`src/rtl/core/ovce_pkg.sv`:
```
// Package for the Ogg Vorbis comment extractor core.
// Holds payload structs, phase enum, result kinds and status codes. No dependencies.
`timescale 1ns / 1ps
package ovce_pkg;

   typedef struct packed {
      logic [7:0] data_byte;
      logic       chunk_start;
   } req_type;

   typedef struct packed {
      logic [2:0]  item_kind;
      logic [7:0]  out_byte;
      logic [1:0]  field_class;
      logic [3:0]  status;
      logic [16:0] audio_start;
      logic        last_of_run;
   } rsp_type;

   typedef enum logic [3:0] {
      PH_HDR, PH_SEG, PH_IDENT, PH_CHDR, PH_VLEN, PH_VENDOR,
      PH_COUNT, PH_CLEN, PH_COMMENT, PH_SKIP, PH_IDLE
   } phase_type;

   localparam logic [2:0] KIND_VENDOR = 3'd0;
   localparam logic [2:0] KIND_KEY    = 3'd1;
   localparam logic [2:0] KIND_VALUE  = 3'd2;
   localparam logic [2:0] KIND_END    = 3'd3;
   localparam logic [2:0] KIND_DONE   = 3'd4;

   localparam logic [1:0] CLASS_VENDOR = 2'd0;
   localparam logic [1:0] CLASS_VALID  = 2'd1;
   localparam logic [1:0] CLASS_DROP   = 2'd2;

   localparam logic [3:0] ST_OK        = 4'd0;
   localparam logic [3:0] ST_SHORT     = 4'd1;
   localparam logic [3:0] ST_SYNC      = 4'd2;
   localparam logic [3:0] ST_VERSION   = 4'd3;
   localparam logic [3:0] ST_NOSEG     = 4'd4;
   localparam logic [3:0] ST_SEGTAB    = 4'd5;
   localparam logic [3:0] ST_PACKETS   = 4'd6;
   localparam logic [3:0] ST_IDENT_LEN = 4'd7;
   localparam logic [3:0] ST_IDENT_HDR = 4'd8;
   localparam logic [3:0] ST_COMM_LEN  = 4'd9;
   localparam logic [3:0] ST_COMM_HDR  = 4'd10;
   localparam logic [3:0] ST_VENDOR    = 4'd11;
   localparam logic [3:0] ST_COUNT     = 4'd12;

   localparam logic [0:0] CSR_CHUNK_LENGTH = 1'd0;

   function automatic logic [7:0] sync_char(input logic [1:0] i);
      case (i)
         2'd0: sync_char = 8'h4F;
         2'd1: sync_char = 8'h67;
         2'd2: sync_char = 8'h67;
         default: sync_char = 8'h53;
      endcase
   endfunction

   function automatic logic [7:0] magic_char(input logic [2:0] i);
      case (i)
         3'd0: magic_char = 8'h76;
         3'd1: magic_char = 8'h6F;
         3'd2: magic_char = 8'h72;
         3'd3: magic_char = 8'h62;
         3'd4: magic_char = 8'h69;
         3'd5: magic_char = 8'h73;
         default: magic_char = 8'h00;
      endcase
   endfunction

endpackage

```
`src/rtl/core/ovce_parser.sv`:
```
// Parser step for the Ogg Vorbis comment extractor: state registers and the
// per-byte next-state and result logic. Uses ovce_pkg.
`timescale 1ns / 1ps
module ovce_parser #(
   parameter int CHUNK_MAX = 65536
) (
   input  logic                clock,
   input  logic                reset,
   input  logic                step,
   input  ovce_pkg::req_type   req,
   input  logic [16:0]         chunk_length,
   output ovce_pkg::rsp_type   res [3],
   output logic [1:0]          res_count
);

   localparam logic [17:0] MAX18 = (CHUNK_MAX > 131071) ? 18'd131071 : 18'(CHUNK_MAX);

   ovce_pkg::phase_type phase_ff, phase_in;
   logic [16:0] offset_ff, offset_in;
   logic [7:0]  seg_total_ff, seg_total_in, seg_index_ff, seg_index_in;
   logic [16:0] lacing_ff, lacing_in;
   logic [1:0]  packets_ff, packets_in;
   logic [16:0] ident_len_ff, ident_len_in, cpl_ff, cpl_in, pos_ff, pos_in;
   logic [31:0] remain_ff, remain_in, left_ff, left_in, word_ff, word_in;
   logic        eq_ff, eq_in;

   logic [17:0] len;
   assign len = ({1'b0, chunk_length} > MAX18) ? MAX18 : {1'b0, chunk_length};

   always_ff @(posedge clock) begin
      if (reset) begin
         phase_ff <= ovce_pkg::PH_HDR;
         offset_ff <= '0; seg_total_ff <= '0; seg_index_ff <= '0; lacing_ff <= '0;
         packets_ff <= '0; ident_len_ff <= '0; cpl_ff <= '0; pos_ff <= '0;
         remain_ff <= '0; left_ff <= '0; word_ff <= '0; eq_ff <= 1'b0;
      end else if (step) begin
         phase_ff <= phase_in;
         offset_ff <= offset_in; seg_total_ff <= seg_total_in;
         seg_index_ff <= seg_index_in; lacing_ff <= lacing_in;
         packets_ff <= packets_in; ident_len_ff <= ident_len_in; cpl_ff <= cpl_in;
         pos_ff <= pos_in; remain_ff <= remain_in; left_ff <= left_in;
         word_ff <= word_in; eq_ff <= eq_in;
      end
   end

   always_comb begin
      ovce_pkg::phase_type ph;
      logic [16:0] off, pos, lac;
      logic [7:0]  b, sidx;
      logic [1:0]  pk, n;
      logic [31:0] w, room, rem1;
      logic [18:0] sum;
      logic        stop, pend;
      ovce_pkg::rsp_type r [3];
      ovce_pkg::rsp_type z;

      b = req.data_byte;
      z = '0;
      r[0] = z; r[1] = z; r[2] = z;
      n = 2'd0;
      stop = 1'b0;
      ph = phase_ff;
      offset_in = offset_ff; seg_total_in = seg_total_ff; seg_index_in = seg_index_ff;
      lacing_in = lacing_ff; packets_in = packets_ff; ident_len_in = ident_len_ff;
      cpl_in = cpl_ff; pos_in = pos_ff; remain_in = remain_ff; left_in = left_ff;
      word_in = word_ff; eq_in = eq_ff;
      if (req.chunk_start) begin
         ph = ovce_pkg::PH_HDR;
         offset_in = '0; seg_total_in = '0; seg_index_in = '0; lacing_in = '0;
         packets_in = '0; ident_len_in = '0; cpl_in = '0; pos_in = '0;
         remain_in = '0; left_in = '0; word_in = '0; eq_in = 1'b0;
      end
      off = offset_in;
      pos = pos_in;
      w = {b, word_in[31:8]};
      rem1 = remain_in - 32'd1;
      room = {15'd0, cpl_in - (pos + 17'd1)};
      sum = '0; lac = '0; sidx = '0; pk = '0; pend = 1'b0;
      if (ph != ovce_pkg::PH_IDLE) begin
         offset_in = off + 17'd1;
         case (ph)
            ovce_pkg::PH_HDR: begin
               if (off == 17'd0 && len < 18'd27) begin
                  r[n] = z; r[n].item_kind = ovce_pkg::KIND_DONE;
                  r[n].status = ovce_pkg::ST_SHORT; n = n + 2'd1; stop = 1'b1;
               end else if (off < 17'd4) begin
                  if (b != ovce_pkg::sync_char(off[1:0])) begin
                     r[n] = z; r[n].item_kind = ovce_pkg::KIND_DONE;
                     r[n].status = ovce_pkg::ST_SYNC; n = n + 2'd1; stop = 1'b1;
                  end
               end else if (off == 17'd4) begin
                  if (b != 8'd0) begin
                     r[n] = z; r[n].item_kind = ovce_pkg::KIND_DONE;
                     r[n].status = ovce_pkg::ST_VERSION; n = n + 2'd1; stop = 1'b1;
                  end
               end else if (off == 17'd26) begin
                  seg_total_in = b;
                  if (b == 8'd0) begin
                     r[n] = z; r[n].item_kind = ovce_pkg::KIND_DONE;
                     r[n].status = ovce_pkg::ST_NOSEG; n = n + 2'd1; stop = 1'b1;
                  end else if (18'd27 + {10'd0, b} > len) begin
                     r[n] = z; r[n].item_kind = ovce_pkg::KIND_DONE;
                     r[n].status = ovce_pkg::ST_SEGTAB; n = n + 2'd1; stop = 1'b1;
                  end else begin
                     ph = ovce_pkg::PH_SEG; seg_index_in = '0; lacing_in = '0;
                     packets_in = '0;
                  end
               end
            end
            ovce_pkg::PH_SEG: begin
               lac = lacing_in + {9'd0, b};
               sidx = seg_index_in + 8'd1;
               seg_index_in = sidx;
               lacing_in = lac;
               pk = packets_in;
               if (b < 8'd255 || sidx >= seg_total_in) begin
                  if (pk == 2'd0) ident_len_in = lac;
                  else if (pk == 2'd1) cpl_in = lac;
                  if (pk < 2'd2) pk = pk + 2'd1;
                  packets_in = pk;
                  lacing_in = '0;
               end
               sum = {2'd0, off} + 19'd1 + {2'd0, ident_len_in};
               if (sidx >= seg_total_in) begin
                  r[n] = z; r[n].item_kind = ovce_pkg::KIND_DONE; stop = 1'b1;
                  if (pk < 2'd2) r[n].status = ovce_pkg::ST_PACKETS;
                  else if (sum > {1'b0, len}) r[n].status = ovce_pkg::ST_IDENT_LEN;
                  else if (ident_len_in < 17'd7) r[n].status = ovce_pkg::ST_IDENT_HDR;
                  else begin
                     stop = 1'b0; ph = ovce_pkg::PH_IDENT; pos_in = '0;
                  end
                  if (stop) n = n + 2'd1;
               end
            end
            ovce_pkg::PH_IDENT: begin
               pos_in = pos + 17'd1;
               if ((pos == 17'd0 && b != 8'd1) ||
                   (pos != 17'd0 && pos <= 17'd6 &&
                    b != ovce_pkg::magic_char(3'(pos - 17'd1)))) begin
                  r[n] = z; r[n].item_kind = ovce_pkg::KIND_DONE;
                  r[n].status = ovce_pkg::ST_IDENT_HDR; n = n + 2'd1; stop = 1'b1;
               end else begin
                  sum = {2'd0, off} + {2'd0, ident_len_in - 17'd6} + {2'd0, cpl_in};
                  if (pos == 17'd6 && sum > {1'b0, len}) begin
                     r[n] = z; r[n].item_kind = ovce_pkg::KIND_DONE;
                     r[n].status = ovce_pkg::ST_COMM_LEN; n = n + 2'd1; stop = 1'b1;
                  end else if (pos == 17'd6 && cpl_in < 17'd7) begin
                     r[n] = z; r[n].item_kind = ovce_pkg::KIND_DONE;
                     r[n].status = ovce_pkg::ST_COMM_HDR; n = n + 2'd1; stop = 1'b1;
                  end else if (pos_in >= ident_len_in) begin
                     ph = ovce_pkg::PH_CHDR; pos_in = '0;
                  end
               end
            end
            default: begin
               pos_in = pos + 17'd1;
               case (ph)
                  ovce_pkg::PH_CHDR: begin
                     // The phase ends at position six, so only the six magic
                     // bytes after the type byte are ever checked here.
                     if ((pos == 17'd0 && b != 8'd3) ||
                         (pos != 17'd0 &&
                          b != ovce_pkg::magic_char(3'(pos - 17'd1)))) begin
                        r[n] = z; r[n].item_kind = ovce_pkg::KIND_DONE;
                        r[n].status = ovce_pkg::ST_COMM_HDR; n = n + 2'd1; stop = 1'b1;
                     end else if (pos == 17'd6) begin
                        if (cpl_in < 17'd11) begin
                           r[n] = z; r[n].item_kind = ovce_pkg::KIND_DONE;
                           r[n].status = ovce_pkg::ST_VENDOR; n = n + 2'd1;
                           stop = 1'b1;
                        end else begin
                           ph = ovce_pkg::PH_VLEN; remain_in = 32'd4; word_in = '0;
                        end
                     end
                  end
                  ovce_pkg::PH_VLEN: begin
                     word_in = w; remain_in = rem1;
                     if (rem1 == 32'd0) begin
                        if (w > room) begin
                           r[n] = z; r[n].item_kind = ovce_pkg::KIND_DONE;
                           r[n].status = ovce_pkg::ST_VENDOR; n = n + 2'd1;
                           stop = 1'b1;
                        end else if (w != 32'd0) begin
                           ph = ovce_pkg::PH_VENDOR; remain_in = w;
                        end else pend = 1'b1;
                     end
                  end
                  ovce_pkg::PH_VENDOR: begin
                     r[n] = z; r[n].item_kind = ovce_pkg::KIND_VENDOR; r[n].out_byte = b;
                     n = n + 2'd1;
                     remain_in = rem1;
                     if (rem1 == 32'd0) begin
                        r[n] = z; r[n].item_kind = ovce_pkg::KIND_END;
                        r[n].field_class = ovce_pkg::CLASS_VENDOR; n = n + 2'd1;
                        pend = 1'b1;
                     end
                  end
                  ovce_pkg::PH_COUNT: begin
                     word_in = w; remain_in = rem1;
                     if (rem1 == 32'd0) begin
                        left_in = w;
                        if (w == 32'd0 || room < 32'd4) ph = ovce_pkg::PH_SKIP;
                        else begin ph = ovce_pkg::PH_CLEN; remain_in = 32'd4; word_in = '0; end
                     end
                  end
                  ovce_pkg::PH_CLEN: begin
                     word_in = w; remain_in = rem1;
                     if (rem1 == 32'd0) begin
                        left_in = left_in - 32'd1;
                        if (w > room) ph = ovce_pkg::PH_SKIP;
                        else if (w == 32'd0) begin
                           r[n] = z; r[n].item_kind = ovce_pkg::KIND_END;
                           r[n].field_class = ovce_pkg::CLASS_DROP; n = n + 2'd1;
                           if (left_in == 32'd0 || room < 32'd4) ph = ovce_pkg::PH_SKIP;
                           else begin
                              ph = ovce_pkg::PH_CLEN; remain_in = 32'd4; word_in = '0;
                           end
                        end else begin
                           ph = ovce_pkg::PH_COMMENT; remain_in = w; eq_in = 1'b0;
                        end
                     end
                  end
                  ovce_pkg::PH_COMMENT: begin
                     if (!eq_in && b == 8'h3D) eq_in = 1'b1;
                     else begin
                        r[n] = z;
                        r[n].item_kind = eq_in ? ovce_pkg::KIND_VALUE : ovce_pkg::KIND_KEY;
                        r[n].out_byte = b; n = n + 2'd1;
                     end
                     remain_in = rem1;
                     if (rem1 == 32'd0) begin
                        r[n] = z; r[n].item_kind = ovce_pkg::KIND_END;
                        r[n].field_class = eq_in ? ovce_pkg::CLASS_VALID
                                                 : ovce_pkg::CLASS_DROP;
                        n = n + 2'd1;
                        if (left_in == 32'd0 || room < 32'd4) ph = ovce_pkg::PH_SKIP;
                        else begin
                           ph = ovce_pkg::PH_CLEN; remain_in = 32'd4; word_in = '0;
                        end
                     end
                  end
                  default: ;
               endcase
               // Start of the comment count after the vendor string.
               if (pend) begin
                  if (room < 32'd4) begin
                     r[n] = z; r[n].item_kind = ovce_pkg::KIND_DONE;
                     r[n].status = ovce_pkg::ST_COUNT; n = n + 2'd1; stop = 1'b1;
                  end else begin
                     ph = ovce_pkg::PH_COUNT; remain_in = 32'd4; word_in = '0;
                  end
               end
               if (!stop && pos_in >= cpl_in) begin
                  r[n] = z; r[n].item_kind = ovce_pkg::KIND_DONE;
                  r[n].audio_start = off + 17'd1; n = n + 2'd1; stop = 1'b1;
               end
            end
         endcase
      end
      if (stop) ph = ovce_pkg::PH_IDLE;
      phase_in = ph;
      if (n != 2'd0) r[n - 2'd1].last_of_run = 1'b1;
      res = r;
      res_count = n;
   end

endmodule

```
`src/rtl/core/ovce_out_queue.sv`:
```
// Result queue for the comment extractor: takes up to three results per
// transfer and delivers them one by one. Uses ovce_pkg.
`timescale 1ns / 1ps
module ovce_out_queue (
   input  logic              clock,
   input  logic              reset,
   input  logic              push,
   input  ovce_pkg::rsp_type push_item [3],
   input  logic [1:0]        push_count,
   output logic              space,
   output logic              rsp_valid,
   input  logic              rsp_stall,
   output ovce_pkg::rsp_type rsp_data
);

   ovce_pkg::rsp_type slot_ff [8];
   logic [2:0] rd_ff, rd_in, wr_ff, wr_in;
   logic [3:0] cnt_ff, cnt_in;
   logic pop;

   assign rsp_valid = cnt_ff != 4'd0;
   assign rsp_data = slot_ff[rd_ff];
   assign pop = rsp_valid && !rsp_stall;
   // Room for a full run of three results must remain.
   assign space = cnt_ff <= 4'd5;

   always_comb begin
      rd_in = pop ? rd_ff + 3'd1 : rd_ff;
      wr_in = push ? wr_ff + 3'(push_count) : wr_ff;
      cnt_in = cnt_ff + (push ? {2'd0, push_count} : 4'd0) - {3'd0, pop};
   end

   always_ff @(posedge clock) begin
      if (reset) begin
         rd_ff <= '0; wr_ff <= '0; cnt_ff <= '0;
      end else begin
         rd_ff <= rd_in; wr_ff <= wr_in; cnt_ff <= cnt_in;
      end
   end

   always_ff @(posedge clock) begin
      if (push) begin
         for (int i = 0; i < 3; i++) begin
            if (2'(i) < push_count) slot_ff[wr_ff + 3'(i)] <= push_item[i];
         end
      end
   end

endmodule

```
`src/rtl/core/ogg_vorbis_comment_extractor_core.sv`:
```
// Top level of the Ogg Vorbis comment extractor core.
// Instantiates ovce_parser and ovce_out_queue; uses ovce_pkg.
`timescale 1ns / 1ps
// How to use the block:
// Stream bytes of the first chunk of an Ogg stream on the req_ channel, one
// byte per transfer, with chunk_start set on the first byte. Before that,
// write chunk_length through the APB port at address 0 while idle.
// The block checks the page header and the identification and comment
// headers, and sends vendor bytes, key bytes, value bytes, field ends and a
// final done item on the rsp_ channel. Each byte causes zero to three
// results; the last of them carries last_of_run.
// Throughput is one byte per cycle while the queue has room: the parser is a
// single registered step per byte. A byte's results are written into an
// eight-entry result queue at the edge of the transfer and can leave in the
// next cycle, one per cycle while rsp_stall is low. Since a byte can cause up
// to three results, the queue stalls req_ when fewer than three entries are
// free; sustained rate is then set by the rsp_ side, one result per cycle.
// When the receiver stalls, the queue holds its data and the head result
// stays steady on rsp_data. Reset empties the queue, clears chunk_length
// and puts the parser at offset zero of the page header.
module ogg_vorbis_comment_extractor_core #(
   parameter int CHUNK_MAX = 65536
) (
   input  logic              clock,
   input  logic              reset,
   input  logic              req_valid,
   output logic              req_stall,
   input  ovce_pkg::req_type req_data,
   output logic              rsp_valid,
   input  logic              rsp_stall,
   output ovce_pkg::rsp_type rsp_data,
   input  logic              psel,
   input  logic              penable,
   input  logic              pwrite,
   input  logic [0:0]        paddr,
   input  logic [31:0]       pwdata,
   output logic [31:0]       prdata,
   output logic              pready
);

   logic [16:0] chunk_length_ff;
   logic space, step;
   ovce_pkg::rsp_type res [3];
   logic [1:0] res_count;

   // Byte address 0 holds the only register; paddr carries word bit 2 only.
   assign pready = 1'b1;
   assign prdata = (paddr == ovce_pkg::CSR_CHUNK_LENGTH) ? {15'd0, chunk_length_ff} : 32'd0;

   always_ff @(posedge clock) begin
      if (reset) chunk_length_ff <= '0;
      else if (psel && penable && pwrite && paddr == ovce_pkg::CSR_CHUNK_LENGTH)
         chunk_length_ff <= pwdata[16:0];
   end

   assign req_stall = !space;
   assign step = req_valid && space;

   ovce_parser #(.CHUNK_MAX(CHUNK_MAX)) u_parser (
      .clock(clock), .reset(reset), .step(step), .req(req_data),
      .chunk_length(chunk_length_ff), .res(res), .res_count(res_count)
   );

   ovce_out_queue u_queue (
      .clock(clock), .reset(reset), .push(step), .push_item(res),
      .push_count(res_count), .space(space), .rsp_valid(rsp_valid),
      .rsp_stall(rsp_stall), .rsp_data(rsp_data)
   );

endmodule
```
`config.mk`:
```
export PLATFORM = sky130hd
export DESIGN_NAME = ogg_vorbis_comment_extractor_core
export DESIGN_NICKNAME = d
export VERILOG_FILES = /design/src/rtl/core/ovce_pkg.sv /design/src/rtl/core/ovce_parser.sv /design/src/rtl/core/ovce_out_queue.sv /design/src/rtl/core/ogg_vorbis_comment_extractor_core.sv
export SDC_FILE = /design/constraint.sdc
export NUM_CORES = 2
export LEC_CHECK = 0
export BUFFER_PORTS_ARGS = -buffer_cell sky130_fd_sc_hd__buf_2
export CAP_MARGIN = 40
export CORE_MARGIN = 2
export CORE_UTILIZATION = 61
export CTS_CLUSTER_DIAMETER = 30
export DETAILED_ROUTE_END_ITERATION = 7
export PLACE_DENSITY = 0.78
export SYNTH_ARGS = -nofsm -noshare
export SYNTH_HDL_FRONTEND = slang
export SYNTH_SLANG_ARGS = --single-unit
```
`constraint.sdc`:
```
create_clock -name clock -period 16.08 [get_ports clock]
set_input_delay 2.412 -clock clock [delete_from_list [all_inputs] [get_ports clock]]
set_output_delay 2.412 -clock clock [all_outputs]
set_load 0.05 [all_outputs]
```
== Word level (Yosys, flattened, before mapping) ==
Memory sizes are Yosys's and may differ from the RTL's. A register that Yosys moved wholly into a read port is not among the register bits.
Index checks and enable logic that the tools add are counted.
Cells by class
  bitwise logic cells: 11
  magnitude comparators: 30
  $add $sub $neg: 25
  eq/ne operators: 26
  reductions and logical operators: 47
  multiplexer cells: 330
Operators by type and width (count)
  32-bit two-way mux: 40
  35-bit two-way mux: 36
  105-bit two-way mux: 8
  105-bit bitwise mux: 7
  35-bit demux with 2-bit select: 10
  17-bit two-way mux: 36
  105-bit AND: 3
  105-bit inverter: 3
  8-bit two-way mux: 24
  32-bit one-hot mux with 6 select lines: 1
  35-bit one-hot mux with 5 select lines: 1
  32-bit one-hot mux with 5 select lines: 1
  4-bit two-way mux: 36
  32-bit zero test: 4
  35-bit one-hot mux with 3 select lines: 1
  2-bit two-way mux: 41
  70-bit two-way mux: 1
  35-bit one-hot mux with 2 select lines: 1
  17-bit by 3-bit < comparator with 1-bit output (second input constant): 4
  34-bit two-way mux: 2
  1-bit two-way mux: 64
  32-bit one-hot mux with 2 select lines: 1
  32-bit by 1-bit subtractor with 32-bit output (second input constant): 2
  17-bit one-hot mux with 3 select lines: 1
  other kinds (81): 141
Word-level totals
  logic and storage cells: 487
  flip-flop bits (word level): 231
  bits in writable memories: 280
  input port bits: 49
  output and inout port bits: 70
  memories kept: 1
Memory list
  u_queue.slot_ff: depth 8, bits a word 35, rd ports 1, clocked after memory_dff 1, wr ports 3, RTL line ovce_out_queue.sv:16  | ovce_pkg::rsp_type slot_ff [8];

== Longest topological paths before layout ==
  word-level depth: 35
  gate-level depth with buffers: 57
  mapped depth without buffers: 42

== Hierarchy ==
A second synthesis with hierarchy kept.
Second synthesis, totals
  cells, all modules: 5000
  area total of the unflattened synthesis: 39683.1 um^2
Modules (own cells, without submodules)
  ovce_parser: cells each 3009, area an instance 20967.6 um^2, instances 1
  ovce_out_queue: cells each 1879, area an instance 17674.5 um^2, instances 1
  ogg_vorbis_comment_extractor_core: cells each 112, area an instance 1041.0 um^2, instances 1

== Least setup slack after synthesis ==
OpenSTA, ideal clock, no wires.
  path type: input port to flip-flop
  from: input req_data[0] in the netlist's numbering
  to: memory u_queue.slot_ff[4][0] in the netlist's numbering, enable pin
  library setup time: 0.476 ns
  setup slack: 1.385 ns
  data arrival time: 14.219 ns
  stages on the path: 51
  buffers on the path: 15
  cells stage by stage: buf_2 > buf_2 > buf_2 > clkbuf_1 > buf_2 > buf_2 > buf_2 > buf_1 > buf_2 > buf_2 > clkbuf_1 > clkbuf_1 > clkbuf_1 > clkbuf_1 > nor2b_1 > ha_1 > and3_1 > nand3_1 > [... 15 more ...] > a21o_1 > a21o_1 > a21oi_1 > o21bai_1 > a21oi_1 > xnor2_1 > ha_1 > nand4_1 > nor2_1 > o21a_1 > o21ai_0 > o21ai_0 > a21o_1 > nor3b_1 > o21bai_1 > o211ai_1 > a211o_1 > o21ai_0
RTL lines
  start, declared: RTL line ogg_vorbis_comment_extractor_core.sv:28  | input ovce_pkg::req_type req_data,
  end, declared: RTL line ovce_out_queue.sv:16

==> metrics.md <==
| Metric | Value |
|---|---|
| Outcome | complete, no violations |
| # fillers | 4598 |
| CTS tree | yes |
| Final Hold Slack | 0.478 ns |
| Antenna violations before repair | 1 |
| GRT Overall Usage | 0.392 |
| Period utilization | 0.817 |
| Clk_lat worst skew | 0.68 ns |
| Ys async rst share | 0 |
| Synthesized instance count | 4120 |
| Most frequent cells in the layout | 541 x nor2_1, 382 x nand2_1, 280 x edfxtp_1 |
| Layout cells sized above 1 | 0.132 |
| Num CTS Buffers | 105 |
| Syn. warnings | 0 |
| Worst hold path class | register to register |
| Number of antenna-violating nets in the routed design | 0 |
| Tot Pwr | 0.00505 W |
| Die W | 248 microns |
| Post-synth EDFFs | 280 |
| P&R area growth vs syn | 13.2% |
| CP peak stage delay | 0.67 ns |
| Vias in the first global route | 31900 |
| Iteration-0 DRC Markers | 4654 |
| Final #Nets | 4389 |
| Chip Height | 248 microns |
| #FFs+latches synth | 506 |
| Root cell of the clock tree | clkbuf_16 |
| DR vias | 34100 |
| Ys flop type | edfxtp_1 |
| Fin. Hold Viols | 0 |
| Most common cell after layout, fill and taps aside | nor2_1 |
| Final setup viols | 0 |
| Unique cell type count in the Yosys netlist | 108 |
| H-Tree Depth | 3 |
| Site Rows | 89 |
| Multi-input logic area | 21900 sq um |
| First-pass GRT wire length | 186000 microns |
| Setup TNS | 0 ns |
| Core ar. | 58900 sq um |
| Gr ovfl total | 0 |
| Total Wirelength | 122000 microns |
| IO Count | 119 |
| Pwr/cell area | 123 nW/um^2 |
| P_leak | 16.0 nW |
| Worst-path clk slew | 0.05 ns |
| Average vias per placed instance | 6.81 |
| Clock skew | 0.0357 ns |
| VDD IR max | 0.151 mV |
| Worst path slowest cell | a211oi_4 |
| Crit-path most repeated cell | nand2_1 |
| Die Footprint | 61500 sq um |
| Placed cell area | 37300 sq um |
| Fin. max-slew vios | 0 |
| Critical path required time | 16.40 ns |
| Worst Setup End Kind | register |
| Port Buffers | 87 |
| Post-DP HPWL | 84600 microns |
| Sequential cell area | 12900 sq um |
| Worst Path Arrival | 13.46 ns |
| DRC errors left | 0 |
| Final Instance Area | 41100 sq um |
| Crit Path Max Fanout | 83 |
| WL/cell | 24.3 microns |
| Clk buf depth | 3 |
| Slew @ Worst Pin | 0.991 ns |
| RSZ-0062 raised after global routing | false |
| Synthesized area | 36300 sq um |
| Max Fclk | 0.0761 GHz |
| Ant diodes | 0 |
| Pin count of the biggest net entering global routing | 84 |
| Post-CTS setup buffer count | 0 |
| Starting Density | 0.616 |
| Routability cong. | 1.03 |
| CTS Hold Bufs | 0 |
| Clock Sinks | 506 |
| Worst setup SP type | primary input |
| Sequential fraction of the synthesis area | 0.356 |
| Max Cap Viol | 0 |
| Worst slew margin | 0.333 |
| Avg Cell Area, Syn | 8.81 sq um |
| Period minus WS final | 13.14 ns |
| Post-CTS Resized | 0 |
| CP Class | primary input to register |
| Drt first pass iters | 8 |
state kept, by name, summed over array words and instances, names as in the netlist, 24 cells and up, named ones only:
signal              flops
u_parser.word_ff       24
u_parser.left_ff       32
u_queue.slot_ff       280
u_parser.remain_ff     32
path summary, 6_finish.rpt:
check / cells past startpoint / end / startpoint / slack (ns)
hold reg to reg: 2 / u_parser.left_ff[22] / u_parser.left_ff[22] / 0.48
setup reg to reg: 35 / u_queue.slot_ff[3][15] / u_parser.pos_ff[0] / 5.19
setup / recovery: 35 / u_queue.slot_ff[3][15] / req_data[0] / 2.94
hold / removal: 2 / u_parser.left_ff[22] / u_parser.left_ff[22] / 0.48
critical path, delay by kind of cell:
family | cells | cell delay [ns]
AOI/OAI and AO/OA | 10 | 3.77
and+or+nand+nor | 14 | 3.89
adders and majority gates | 4 | 1.41
xor gates and xnor gates | 1 | 0.07
buffers and inverters | 6 | 1.84
per-layer routing:
metal,track usage,part of all wire
met4,0.156,0.039
met2,0.608,0.45
met3,0.0874,0.12
met5,0,0
met1,0.532,0.40
Yosys cell counts, types with 63 or more instances:
library cell / count / area (sq um)
nor2_1: 541 / 2030
mux4_2: 70 / 1580
edfxtp_1: 280 / 8410
xnor2_1: 92 / 806
inv_1: 123 / 462
a21o_1: 63 / 473
a22oi_1: 95 / 713
nand3_1: 117 / 586
o21ai_0: 224 / 1120
dfxtp_1: 226 / 4520
clkbuf_1: 165 / 619
nor3_1: 90 / 450
ha_1: 195 / 2440
a21oi_1: 247 / 1240
nor2b_1: 133 / 832
nand2_1: 383 / 1440
area by class of cell:
| class | count | area share |
|---|---|---|
| Clock buffer | 123 | 0.0670 |
| Clock inverter | 77 | 0.0263 |
| Timing Repair Buffer | 150 | 0.0233 |
| Tap cell | 773 | 0.0235 |
| Multi-Input combinational cell | 3249 | 0.533 |
| Inverter | 127 | 0.0116 |
| Sequential cell | 506 | 0.315 |
kinds of logic (layout without fill, tap and decap cells):
family | after synthesis | after routing | synth area share
multiplexers | 142 | 142 | 0.0663
AND/OR/NAND/NOR | 1642 | 1642 | 0.221
other | 2 | 16 | 0.000207
adder cells (fa/ha/maj) | 201 | 201 | 0.0705
XOR/XNOR | 139 | 139 | 0.0345
AO/OA/AOI/OAI | 1109 | 1109 | 0.207
flip-flops | 506 | 506 | 0.356
buffers and inverters | 379 | 477 | 0.0448
through the flow:
step            util  std cells  worst slack, ns
3_5_place_dp   0.633       4804             2.54
6_report       0.698       5005             2.94
3_3_place_gp   0.630       4791             2.55
4_1_cts        0.698       5004             3.16
2_1_floorplan      -       4134             1.38
5_1_grt        0.698       5005             2.07
power breakdown:
part	switching [W]	total (W)	leakage, nW	internal (W)
Sequential	0.0000630	0.00150	4.50	0.00144
Combinational	0.000799	0.00122	9.63	0.000416
Clock	0.000787	0.00234	1.83	0.00155
Total	0.00165	0.00505	16.0	0.00340
(Power assumes the default switching activity.)
